$ cat src/wvrs_pkg.sv
package wvrs_pkg;

  // Field widths
  localparam int DIM_W   = 13;
  localparam int POS_W   = 12;
  localparam int COORD_W = 16;

  // Largest layer dimension accepted; larger writes are clamped to it
  localparam int MAX_DIM = 4096;

  // Remainder steps: one per bit of the requested left/top
  localparam int DIV_STEPS = COORD_W;
  localparam int CNT_W     = $clog2(DIV_STEPS);

  typedef enum logic {
    CMD_SET   = 1'b0,
    CMD_PLACE = 1'b1
  } cmd_e;

  typedef enum logic {
    STS_OK  = 1'b0,
    STS_ERR = 1'b1
  } status_e;

  typedef enum logic [1:0] {
    REG_LAYER_W  = 2'd0,
    REG_LAYER_H  = 2'd1,
    REG_SCREEN_W = 2'd2,
    REG_SCREEN_H = 2'd3
  } reg_idx_e;

  typedef enum logic [1:0] {
    PC_MAIN   = 2'd0,
    PC_RIGHT  = 2'd1,
    PC_BOTTOM = 2'd2,
    PC_CORNER = 2'd3
  } piece_e;

  typedef struct packed {
    cmd_e                 cmd;
    logic [COORD_W-1:0]   view_left;
    logic [COORD_W-1:0]   view_top;
    logic [DIM_W-1:0]     view_w;
    logic [DIM_W-1:0]     view_h;
    logic [POS_W-1:0]     pos_x;
    logic [POS_W-1:0]     pos_y;
  } in_item_t;

  typedef struct packed {
    status_e              status;
    logic [POS_W-1:0]     src_x;
    logic [POS_W-1:0]     src_y;
    logic [DIM_W-1:0]     piece_w;
    logic [DIM_W-1:0]     piece_h;
    logic [DIM_W-1:0]     dst_x;
    logic [DIM_W-1:0]     dst_y;
    logic                 last;
  } out_item_t;

  typedef struct packed {
    reg_idx_e             index;
    logic [DIM_W-1:0]     value;
  } cfg_item_t;

  // Controller to datapath
  typedef struct packed {
    logic     load_in;
    logic     div_step;
    logic     commit;
    logic     out_load;
    logic     out_piece;
    status_e  out_status;
    piece_e   piece;
    logic     last;
  } ctrl_cmd_t;

  // Datapath to controller
  typedef struct packed {
    cmd_e  cmd;
    logic  set_err;
    logic  place_err;
    logic  wrap_r;
    logic  wrap_b;
    logic  out_free;
  } dp_stat_t;

endpackage

$ cat src/wvrs_chan_if.sv
interface wvrs_chan_if #(
  parameter type T = logic
);
  logic valid;
  logic ready;
  T     data;

  modport source (output valid, output data, input ready);
  modport sink   (input valid, input data, output ready);
endinterface

$ cat src/wrapped_view_rect_split_unit.sv
// Channel | Dir | Payload    | Notes
// in_i    | in  | in_item_t  | set view (cmd 0) or place view (cmd 1)
// out_o   | out | out_item_t | one status item, or one to four pieces, last on final
// cfg_i   | in  | cfg_item_t | register index and value, always ready
//
// Set view: accept, check, 16 remainder steps of the two-lane divider, commit
// and response load, plus any wait on out_o (a size error skips the steps and
// commit); the next item can be taken in the cycle after the load.
// Place: after the check, one piece per cycle while out_o takes them;
// a size error gives one status item instead.
// Reset clears the sequencer and the output valid, and returns the stored view
// and config to their defaults.
// in_i takes a new item once the last result is loaded into the output
// register, even while that result still waits on out_o.
module wrapped_view_rect_split_unit
  import wvrs_pkg::*;
(
  input  logic        clk_i,
  input  logic        rst_ni,
  wvrs_chan_if.sink   in_i,
  wvrs_chan_if.source out_o,
  wvrs_chan_if.sink   cfg_i
);

  ctrl_cmd_t ctrl_cmd;
  dp_stat_t  dp_stat;
  logic      in_ready;

  // Config writes are taken in any cycle
  assign cfg_i.ready = 1'b1;
  assign in_i.ready  = in_ready;

  wvrs_ctrl u_ctrl (
    .clk_i      (clk_i),
    .rst_ni     (rst_ni),
    .in_valid_i (in_i.valid),
    .in_ready_o (in_ready),
    .stat_i     (dp_stat),
    .cmd_o      (ctrl_cmd)
  );

  wvrs_dp u_dp (
    .clk_i       (clk_i),
    .rst_ni      (rst_ni),
    .cmd_i       (ctrl_cmd),
    .stat_o      (dp_stat),
    .in_data_i   (in_i.data),
    .cfg_write_i (cfg_i.valid),
    .cfg_data_i  (cfg_i.data),
    .out_ready_i (out_o.ready),
    .out_valid_o (out_o.valid),
    .out_data_o  (out_o.data)
  );

endmodule

$ cat src/wvrs_ctrl.sv
module wvrs_ctrl
  import wvrs_pkg::*;
(
  input  logic       clk_i,
  input  logic       rst_ni,
  input  logic       in_valid_i,
  output logic       in_ready_o,
  input  dp_stat_t   stat_i,
  output ctrl_cmd_t  cmd_o
);

  typedef enum logic [2:0] {
    ST_IDLE,
    ST_CHECK,
    ST_DIV,
    ST_COMMIT,
    ST_RESP,
    ST_EMIT
  } state_e;

  state_e            state_q, state_d;
  logic [CNT_W-1:0]  cnt_q, cnt_d;
  piece_e            piece_q, piece_d;
  status_e           resp_q, resp_d;

  piece_e            nxt_piece;
  logic              has_next;

  // Next present piece after the current one
  always_comb begin
    nxt_piece = PC_MAIN;
    has_next  = 1'b0;
    case (piece_q)
      PC_MAIN: begin
        if (stat_i.wrap_r) begin
          nxt_piece = PC_RIGHT;
          has_next  = 1'b1;
        end else if (stat_i.wrap_b) begin
          nxt_piece = PC_BOTTOM;
          has_next  = 1'b1;
        end
      end
      PC_RIGHT: begin
        if (stat_i.wrap_b) begin
          nxt_piece = PC_BOTTOM;
          has_next  = 1'b1;
        end
      end
      PC_BOTTOM: begin
        if (stat_i.wrap_r && stat_i.wrap_b) begin
          nxt_piece = PC_CORNER;
          has_next  = 1'b1;
        end
      end
      default: begin
        has_next = 1'b0;
      end
    endcase
  end

  // Sequencer
  always_comb begin
    state_d    = state_q;
    cnt_d      = cnt_q;
    piece_d    = piece_q;
    resp_d     = resp_q;
    cmd_o      = '0;
    in_ready_o = (state_q == ST_IDLE);
    unique case (state_q)
      ST_IDLE: begin
        if (in_valid_i) begin
          cmd_o.load_in = 1'b1;
          state_d       = ST_CHECK;
        end
      end
      ST_CHECK: begin
        if (stat_i.cmd == CMD_SET) begin
          if (stat_i.set_err) begin
            resp_d  = STS_ERR;
            state_d = ST_RESP;
          end else begin
            cnt_d   = '0;
            state_d = ST_DIV;
          end
        end else begin
          if (stat_i.place_err) begin
            resp_d  = STS_ERR;
            state_d = ST_RESP;
          end else begin
            piece_d = PC_MAIN;
            state_d = ST_EMIT;
          end
        end
      end
      ST_DIV: begin
        cmd_o.div_step = 1'b1;
        cnt_d          = cnt_q + 1'b1;
        if (cnt_q == CNT_W'(DIV_STEPS - 1)) begin
          state_d = ST_COMMIT;
        end
      end
      ST_COMMIT: begin
        cmd_o.commit = 1'b1;
        resp_d       = STS_OK;
        state_d      = ST_RESP;
      end
      ST_RESP: begin
        if (stat_i.out_free) begin
          cmd_o.out_load   = 1'b1;
          cmd_o.out_status = resp_q;
          cmd_o.last       = 1'b1;
          state_d          = ST_IDLE;
        end
      end
      ST_EMIT: begin
        if (stat_i.out_free) begin
          cmd_o.out_load   = 1'b1;
          cmd_o.out_piece  = 1'b1;
          cmd_o.out_status = STS_OK;
          cmd_o.piece      = piece_q;
          cmd_o.last       = !has_next;
          if (has_next) begin
            piece_d = nxt_piece;
          end else begin
            state_d = ST_IDLE;
          end
        end
      end
      default: begin
        state_d = ST_IDLE;
      end
    endcase
  end

  always_ff @(posedge clk_i or negedge rst_ni) begin
    if (!rst_ni) begin
      state_q <= ST_IDLE;
      cnt_q   <= '0;
      piece_q <= PC_MAIN;
      resp_q  <= STS_OK;
    end else begin
      state_q <= state_d;
      cnt_q   <= cnt_d;
      piece_q <= piece_d;
      resp_q  <= resp_d;
    end
  end

endmodule

$ cat src/wvrs_dp.sv
module wvrs_dp
  import wvrs_pkg::*;
(
  input  logic       clk_i,
  input  logic       rst_ni,
  input  ctrl_cmd_t  cmd_i,
  output dp_stat_t   stat_o,
  input  in_item_t   in_data_i,
  input  logic       cfg_write_i,
  input  cfg_item_t  cfg_data_i,
  input  logic       out_ready_i,
  output logic       out_valid_o,
  output out_item_t  out_data_o
);

  // Zero reads as one, anything above the limit as the limit
  function automatic logic [DIM_W-1:0] clamp_dim(logic [DIM_W-1:0] v);
    logic [DIM_W-1:0] r;
    if (v == '0) begin
      r = DIM_W'(1);
    end else if (32'(v) > MAX_DIM) begin
      r = DIM_W'(MAX_DIM);
    end else begin
      r = v;
    end
    return r;
  endfunction

  // Configuration
  logic [DIM_W-1:0] lw_q, lh_q, sw_q, sh_q;

  always_ff @(posedge clk_i or negedge rst_ni) begin
    if (!rst_ni) begin
      lw_q <= clamp_dim(DIM_W'(4096));
      lh_q <= clamp_dim(DIM_W'(4096));
      sw_q <= DIM_W'(320);
      sh_q <= DIM_W'(256);
    end else if (cfg_write_i) begin
      unique case (cfg_data_i.index)
        REG_LAYER_W:  lw_q <= clamp_dim(cfg_data_i.value);
        REG_LAYER_H:  lh_q <= clamp_dim(cfg_data_i.value);
        REG_SCREEN_W: sw_q <= cfg_data_i.value;
        REG_SCREEN_H: sh_q <= cfg_data_i.value;
        default: ;
      endcase
    end
  end

  // Latched item and remainder lanes
  cmd_e               cmd_q;
  logic [DIM_W-1:0]   vw_q, vh_q;
  logic [POS_W-1:0]   px_q, py_q;
  logic [COORD_W-1:0] dvd_l_q, dvd_t_q;
  logic [POS_W-1:0]   rem_l_q, rem_t_q;

  logic [DIM_W-1:0]   trial_l, trial_t;
  logic [POS_W-1:0]   rem_l_d, rem_t_d;

  // One restoring remainder step per lane
  always_comb begin
    trial_l = {rem_l_q, dvd_l_q[COORD_W-1]};
    trial_t = {rem_t_q, dvd_t_q[COORD_W-1]};
    rem_l_d = (trial_l >= lw_q) ? POS_W'(trial_l - lw_q) : trial_l[POS_W-1:0];
    rem_t_d = (trial_t >= lh_q) ? POS_W'(trial_t - lh_q) : trial_t[POS_W-1:0];
  end

  always_ff @(posedge clk_i) begin
    if (cmd_i.load_in) begin
      cmd_q   <= in_data_i.cmd;
      vw_q    <= in_data_i.view_w;
      vh_q    <= in_data_i.view_h;
      px_q    <= in_data_i.pos_x;
      py_q    <= in_data_i.pos_y;
      dvd_l_q <= in_data_i.view_left;
      dvd_t_q <= in_data_i.view_top;
      rem_l_q <= '0;
      rem_t_q <= '0;
    end else if (cmd_i.div_step) begin
      dvd_l_q <= {dvd_l_q[COORD_W-2:0], 1'b0};
      dvd_t_q <= {dvd_t_q[COORD_W-2:0], 1'b0};
      rem_l_q <= rem_l_d;
      rem_t_q <= rem_t_d;
    end
  end

  // Stored view split
  logic [POS_W-1:0] left_q, top_q;
  logic [DIM_W-1:0] main_w_q, main_h_q, wrap_w_q, wrap_h_q;
  logic             wrap_r_q, wrap_b_q;

  logic [DIM_W:0]   sum_l, sum_t;
  logic             wr, wb;

  always_comb begin
    sum_l = (DIM_W+1)'(rem_l_q) + (DIM_W+1)'(vw_q);
    sum_t = (DIM_W+1)'(rem_t_q) + (DIM_W+1)'(vh_q);
    wr    = sum_l > (DIM_W+1)'(lw_q);
    wb    = sum_t > (DIM_W+1)'(lh_q);
  end

  always_ff @(posedge clk_i or negedge rst_ni) begin
    if (!rst_ni) begin
      left_q   <= '0;
      top_q    <= '0;
      main_w_q <= DIM_W'(MAX_DIM);
      main_h_q <= DIM_W'(MAX_DIM);
      wrap_w_q <= '0;
      wrap_h_q <= '0;
      wrap_r_q <= 1'b0;
      wrap_b_q <= 1'b0;
    end else if (cmd_i.commit) begin
      left_q   <= rem_l_q;
      top_q    <= rem_t_q;
      wrap_r_q <= wr;
      wrap_b_q <= wb;
      main_w_q <= wr ? lw_q - DIM_W'(rem_l_q) : vw_q;
      main_h_q <= wb ? lh_q - DIM_W'(rem_t_q) : vh_q;
      wrap_w_q <= wr ? DIM_W'(sum_l - (DIM_W+1)'(lw_q)) : '0;
      wrap_h_q <= wb ? DIM_W'(sum_t - (DIM_W+1)'(lh_q)) : '0;
    end
  end

  // Size checks
  logic [DIM_W:0] end_x, end_y;

  always_comb begin
    end_x = (DIM_W+1)'(main_w_q) + (DIM_W+1)'(px_q);
    end_y = (DIM_W+1)'(main_h_q) + (DIM_W+1)'(py_q);
  end

  // Piece geometry
  out_item_t       piece;
  logic [DIM_W-1:0] dx_wrap, dy_wrap;

  always_comb begin
    dx_wrap       = DIM_W'(px_q) + main_w_q;
    dy_wrap       = DIM_W'(py_q) + main_h_q;
    piece         = '0;
    piece.status  = STS_OK;
    piece.last    = cmd_i.last;
    case (cmd_i.piece)
      PC_MAIN: begin
        piece.src_x   = left_q;
        piece.src_y   = top_q;
        piece.piece_w = main_w_q;
        piece.piece_h = main_h_q;
        piece.dst_x   = DIM_W'(px_q);
        piece.dst_y   = DIM_W'(py_q);
      end
      PC_RIGHT: begin
        piece.src_y   = top_q;
        piece.piece_w = wrap_w_q;
        piece.piece_h = main_h_q;
        piece.dst_x   = dx_wrap;
        piece.dst_y   = DIM_W'(py_q);
      end
      PC_BOTTOM: begin
        piece.src_x   = left_q;
        piece.piece_w = main_w_q;
        piece.piece_h = wrap_h_q;
        piece.dst_x   = DIM_W'(px_q);
        piece.dst_y   = dy_wrap;
      end
      default: begin
        piece.piece_w = wrap_w_q;
        piece.piece_h = wrap_h_q;
        piece.dst_x   = dx_wrap;
        piece.dst_y   = dy_wrap;
      end
    endcase
  end

  // Status-only result: every field zero but status and last
  out_item_t resp_item;

  always_comb begin
    resp_item        = '0;
    resp_item.status = cmd_i.out_status;
    resp_item.last   = 1'b1;
  end

  // Output register
  logic      out_valid_q;
  out_item_t out_data_q;

  always_ff @(posedge clk_i or negedge rst_ni) begin
    if (!rst_ni) begin
      out_valid_q <= 1'b0;
    end else if (cmd_i.out_load) begin
      out_valid_q <= 1'b1;
    end else if (out_ready_i) begin
      out_valid_q <= 1'b0;
    end
  end

  always_ff @(posedge clk_i) begin
    if (cmd_i.out_load) begin
      out_data_q <= cmd_i.out_piece ? piece : resp_item;
    end
  end

  assign out_valid_o = out_valid_q;
  assign out_data_o  = out_data_q;

  // Status to controller
  always_comb begin
    stat_o.cmd       = cmd_q;
    stat_o.set_err   = (vw_q > lw_q) || (vh_q > lh_q);
    stat_o.place_err = ((DIM_W+1)'(sw_q) < end_x) || ((DIM_W+1)'(sh_q) < end_y);
    stat_o.wrap_r    = wrap_r_q;
    stat_o.wrap_b    = wrap_b_q;
    stat_o.out_free  = !out_valid_q || out_ready_i;
  end

endmodule

$ cat src/flat_wrapper.sv
// flat-port wrapper written by rule: the top's interface ports become plain ports
module wrapped_view_rect_split_unit_flat import wvrs_pkg::*;
  (clk_i, rst_ni, in_i_valid, in_i_data, in_i_ready, out_o_valid, out_o_data, out_o_ready, cfg_i_valid, cfg_i_data, cfg_i_ready);
  wvrs_chan_if #(.T(in_item_t)) in_i_i ();
  wvrs_chan_if #(.T(out_item_t)) out_o_i ();
  wvrs_chan_if #(.T(cfg_item_t)) cfg_i_i ();
  input  logic clk_i;
  input  logic rst_ni;
  input wire logic [$bits(in_i_i.valid)-1:0] in_i_valid;
  input wire logic [$bits(in_i_i.data)-1:0] in_i_data;
  output wire logic [$bits(in_i_i.ready)-1:0] in_i_ready;
  output wire logic [$bits(out_o_i.valid)-1:0] out_o_valid;
  output wire logic [$bits(out_o_i.data)-1:0] out_o_data;
  input wire logic [$bits(out_o_i.ready)-1:0] out_o_ready;
  input wire logic [$bits(cfg_i_i.valid)-1:0] cfg_i_valid;
  input wire logic [$bits(cfg_i_i.data)-1:0] cfg_i_data;
  output wire logic [$bits(cfg_i_i.ready)-1:0] cfg_i_ready;
  assign in_i_i.valid = in_i_valid;
  assign in_i_i.data = in_i_data;
  assign in_i_ready = in_i_i.ready;
  assign out_o_valid = out_o_i.valid;
  assign out_o_data = out_o_i.data;
  assign out_o_i.ready = out_o_ready;
  assign cfg_i_i.valid = cfg_i_valid;
  assign cfg_i_i.data = cfg_i_data;
  assign cfg_i_ready = cfg_i_i.ready;
  wrapped_view_rect_split_unit u_core (.clk_i(clk_i), .rst_ni(rst_ni), .in_i(in_i_i), .out_o(out_o_i), .cfg_i(cfg_i_i));
endmodule
$ cat config.mk
export PLATFORM = sky130hd
export DESIGN_NAME = wrapped_view_rect_split_unit_flat
export DESIGN_NICKNAME = d
export VERILOG_FILES = /design/src/wvrs_pkg.sv /design/src/wvrs_chan_if.sv /design/src/wrapped_view_rect_split_unit.sv /design/src/wvrs_ctrl.sv /design/src/wvrs_dp.sv /design/src/flat_wrapper.sv
export SDC_FILE = /design/constraint.sdc
export NUM_CORES = 1
export LEC_CHECK = 0
export ABC_AREA = 0
export BUFFER_PORTS_ARGS = -buffer_cell sky130_fd_sc_hd__buf_2
export CAP_MARGIN = 20
export CORE_MARGIN = 2
export CORE_UTILIZATION = 50
export DETAILED_ROUTE_END_ITERATION = 7
export PLACE_DENSITY_LB_ADDON = 0.3
export SYNTH_ARGS = -nofsm -noshare
export SYNTH_HDL_FRONTEND = slang
export SYNTH_SLANG_ARGS = --single-unit
$ cat constraint.sdc
create_clock -name clk_i -period 5.9 [get_ports clk_i]
set_input_delay 0.295 -clock clk_i [delete_from_list [all_inputs] [get_ports clk_i]]
set_output_delay 0.295 -clock clk_i [all_outputs]
set_load 0.03 [all_outputs]
==> run_results.csv <==
group,metric,value,unit
outcome,status,"completed",
worst_setup_path,start_kind,"flip-flop",
floorplanning,rows,71,
global_routing,grt_max_degree,76,
sta,fmax,208,MHz
power_and_ir_drop,power.share.switching,0.438,
sta,final-hold-violation-count,0,
synth,ys_warn_count,0,
synth,synth_seq_cells,326,
drt,vias_per_cell,5.69,
floorplanning,ios,184,
drt,antenna_left,0,
power_and_ir_drop,pwr-share-clk,0.173,
global_routing,grt_first_pass_wirelength,79100,µm
sta,min_period,4.81,ns
worst_setup_path,crit_family,"compound AO/OA/AOI/OAI gates",
synth,synth_edf_count,161,
drt,wl_per_cell,19.8,µm
layout,instances_no_fill,2591,
power_and_ir_drop,internal_power,7.68,mW
sta,relSlewSlack,0.257,
worst_setup_path,critPathSlowestCell,"fa_1",
worst_setup_path,critPathRequiredTime,6.31,ns
synth,netlist_instances,1822,
synth,yosys.area.top_type,"edfxtp_1",
synth,syn-num-nets,2106,
power_and_ir_drop,pwr-share-seq,0.279,
global_routing,grt_pass1_vias,14300,
cts,cts_max_level,2,
flow_run,max_cap_violations,0,
layout,drive_gt1_frac,0.165,
sta,tns,0,ns
power_and_ir_drop,power_switching,5.98,mW
hold_path,hold_class,"input port to flip-flop",
synth,synth.yosys.seq_area_share,0.462,
worst_setup_path,path_max_fanout,30,
layout,fin_area,22400,µm²
floorplanning,core-area,37800,µm²
drt,firstDrtPassIters,5,
placed_design,place_inst,2468,
global_routing,grt-busiest-layer,"met2",
global_routing,grt_usage,0.259,
layout,nets,2334,
cts,clock_latency,0.56,ns
placed_design,port_buffers,182,
worst_setup_path,path_buf_inv,1,
worst_setup_path,cp_cell_sequence,"ha_1 > fa_1 > a21o_1 > a21oi_1 > o21bai_1 > a21oi_1 > nor2b_1 > o21ai_0 > nor2b_1 > xnor2_1 > ha_1 > a21o_1 > a21o_1 > a21o_1 > a221oi_1 > o211ai_1 > a31oi_2 > buf_4 > mux2i_1 > o21ai_1",
synth,synth_area_leaders,"edfxtp_1 (25%), dfrtp_1 (17%), ha_1 (11%), mux2i_1 (3.6%), mux2_2 (3.5%)",
global_routing,use_met2,0.396,
sta,finalMaxSlewViolations,0,
power_and_ir_drop,ir_worst_vdd,0.269,mV
placed_design,gp_congestion,0.912,
global_routing,use_met3,0.0393,
worst_setup_path,criticalPathCategory,"flip-flop to flip-flop",
cts,root_buffer,"clkbuf_16",
drt,via_count,14700,
layout,diodes,0,
global_routing,antenna_found_initial,0,
global_routing,grt_overflow,0,
floorplanning,dieArea,39900,µm²
drt,drc,0,
sta,worst_pin_slew,1.11,ns
power_and_ir_drop,power_frac_comb,0.548,
synth,ys_types,70,
sta,setup_viol,0,
sta,rsz0062_at_grt,"no",
synth,synth_top_cell_area_share,0.252,
cts,cts_tree,"built",
cts,clock_sink_count,326,
global_routing,grt_util_met1,0.382,
synth,synthFlopType,"edfxtp_1",
worst_setup_path,crit_top_cell,"a21o_1",
sta,fin_skew,0.0218,ns
drt,routed_wl,51400,µm
drt,drt_iter0_markers,1091,
cts,clkSlewWorstSetupHoldPaths,0.06,ns
layout,final.fill_count,3163,
power_and_ir_drop,power_density,610,nW/µm²
cts,cts_made_buffers,38,
placed_design,place_area,20600,µm²
worst_setup_path,end_kind,"flip-flop",
layout,areaGrowthSynthToFinish,16.7,%
cts,cts_buffer_depth,3,
power_and_ir_drop,total_leakage_power,9.75,nW
placed_design,place_hpwl,38400,µm
synth,synth-async-reset-ratio,0.433,
floorplanning,start_util,0.508,
floorplanning,fp.dieW,200,µm
worst_setup_path,crit_arrival,5.22,ns
synth,syn_area_per_cell,10.5,µm²
sta,finalCritPeriodShare,0.816,
floorplanning,die_h,200,µm
worst_setup_path,max_stage_delay,0.40,ns
synth,synth_area,19200,µm²
[area by class of cell]
class / instances / area (µm²) / area share
clock buffer: 52 / 1050 / 0.0471
timing repair buffer: 246 / 1540 / 0.0690
clock inverter: 18 / 195 / 0.00872
inverter: 103 / 387 / 0.0173
multi-input combinational: 1335 / 9700 / 0.434
sequential: 326 / 8850 / 0.396
tap: 511 / 639 / 0.0286
[worst reg2reg max path, cell delays in order, from the launching register on]
cell,delay [ns]
edfxtp_1,0.38
ha_1,0.24
fa_1,0.40
a21o_1,0.18
a21oi_1,0.22
o21bai_1,0.09
a21oi_1,0.23
nor2b_1,0.07
o21ai_0,0.24
nor2b_1,0.21
xnor2_1,0.16
ha_1,0.32
a21o_1,0.18
a21o_1,0.18
a21o_1,0.17
a221oi_1,0.37
o211ai_1,0.18
a31oi_2,0.15
buf_4,0.36
mux2i_1,0.28
o21ai_1,0.07
[power by group through the flow]
stage	Combinational [mW]	Clock, mW	Sequential, mW
after floorplan	5.36	0	3.96
after global placement	7.14	0	3.82
after detailed placement	7.33	0	3.84
after CTS	7.40	2.40	3.81
after global routing	8.23	2.49	3.89
final	7.48	2.36	3.81
[per-layer routing]
metal,up-vias,part of all wire
met1,7136,0.47
met5,-,0
met4,0,0.025
met3,78,0.070
li1,7045,-
met2,490,0.43
[through the flow]
step	utilization	setup slack [ns]	total power, mW	hold WS, ns
after global placement	0.545	1.23	11.0	0.357
after floorplan	-	1.41	9.32	-0.000591
after detailed placement	0.545	1.14	11.2	0.373
after CTS	0.592	1.12	13.6	0.0176
final	0.593	1.09	13.7	0.0401
after global routing	0.593	0.697	14.6	0.0373
[sequential cells by signal, summed over array words and instances, names as in the netlist, 13 cells and up]
signal	count
u_core.u_dp.vh_q	13
u_core.u_dp.wrap_h_q	13
u_core.u_dp.main_w_q	13
u_core.u_dp.vw_q	13
u_core.u_dp.sw_q	13
u_core.u_dp.lh_q	13
u_core.u_dp.out_data_o	78
u_core.u_dp.lw_q	13
u_core.u_dp.sh_q	13
u_core.u_dp.wrap_w_q	13
u_core.u_dp.dvd_t_q	16
u_core.u_dp.dvd_l_q	16
u_core.u_dp.main_h_q	13
[layout by cell type (no fill, tap or decap), types with 38 or more instances in the layout]
cell type        n
and2_1          40
buf_2          181
a21oi_1         72
dfrtp_1        134
dlygate4sd3_1   52
mux2i_1         69
ha_1           171
inv_1          102
nand2_1        162
mux2_2          60
o21ai_0        118
clkbuf_16       38
xnor2_1         62
nor2_1         120
edfxtp_1       161
[path summary, 6_finish.rpt]
kind	cells after the start	start	end	slack, ns
min in group asynchronous	2	rst_ni	u_core.u_dp.left_q[6]	0.32
max in group asynchronous	3	rst_ni	u_core.u_dp.top_q[11]	4.16
hold / removal	2	cfg_i_data[11]	u_core.u_dp.sh_q[11]	0.04
setup / recovery	20	u_core.u_dp.vh_q[0]	u_core.u_dp.main_h_q[11]	1.09
setup reg to reg	20	u_core.u_dp.vh_q[0]	u_core.u_dp.main_h_q[11]	1.09
hold reg to reg	2	u_core.u_dp.wrap_h_q[10]	u_core.u_dp.wrap_h_q[10]	0.48
[cell usage after synthesis (32+ instances only)]
master / count
ha_1: 171
nand2_1: 163
edfxtp_1: 161
dfrtp_1: 134
nor2_1: 121
o21ai_0: 118
inv_1: 103
a21oi_1: 72
mux2i_1: 69
xnor2_1: 62
mux2_2: 60
and2_1: 41
clkbuf_1: 41
a21o_1: 34
nor2b_1: 34
o21a_1: 34
xor2_1: 34
nor3_1: 32
[cell families after synthesis]
| logic type | after synthesis | synth area share |
|---|---|---|
| AND/OR/NAND/NOR | 503 | 0.124 |
| AO/OA/AOI/OAI | 424 | 0.143 |
| flip-flops | 326 | 0.462 |
| adder cells (fa/ha/maj) | 182 | 0.123 |
| buffers and inverters | 161 | 0.0336 |
| multiplexers | 129 | 0.0713 |
| XOR/XNOR | 96 | 0.0438 |
| other | 1 | 0.000196 |
[what timing repair did]
action,CTS,global route
endpoints found under the setup margin,0,0
setup buffers,0,0
hold buffers,52,0
hold endpoints to repair,116,0
gates resized for setup,0,0
(Power assumes the default switching activity.)
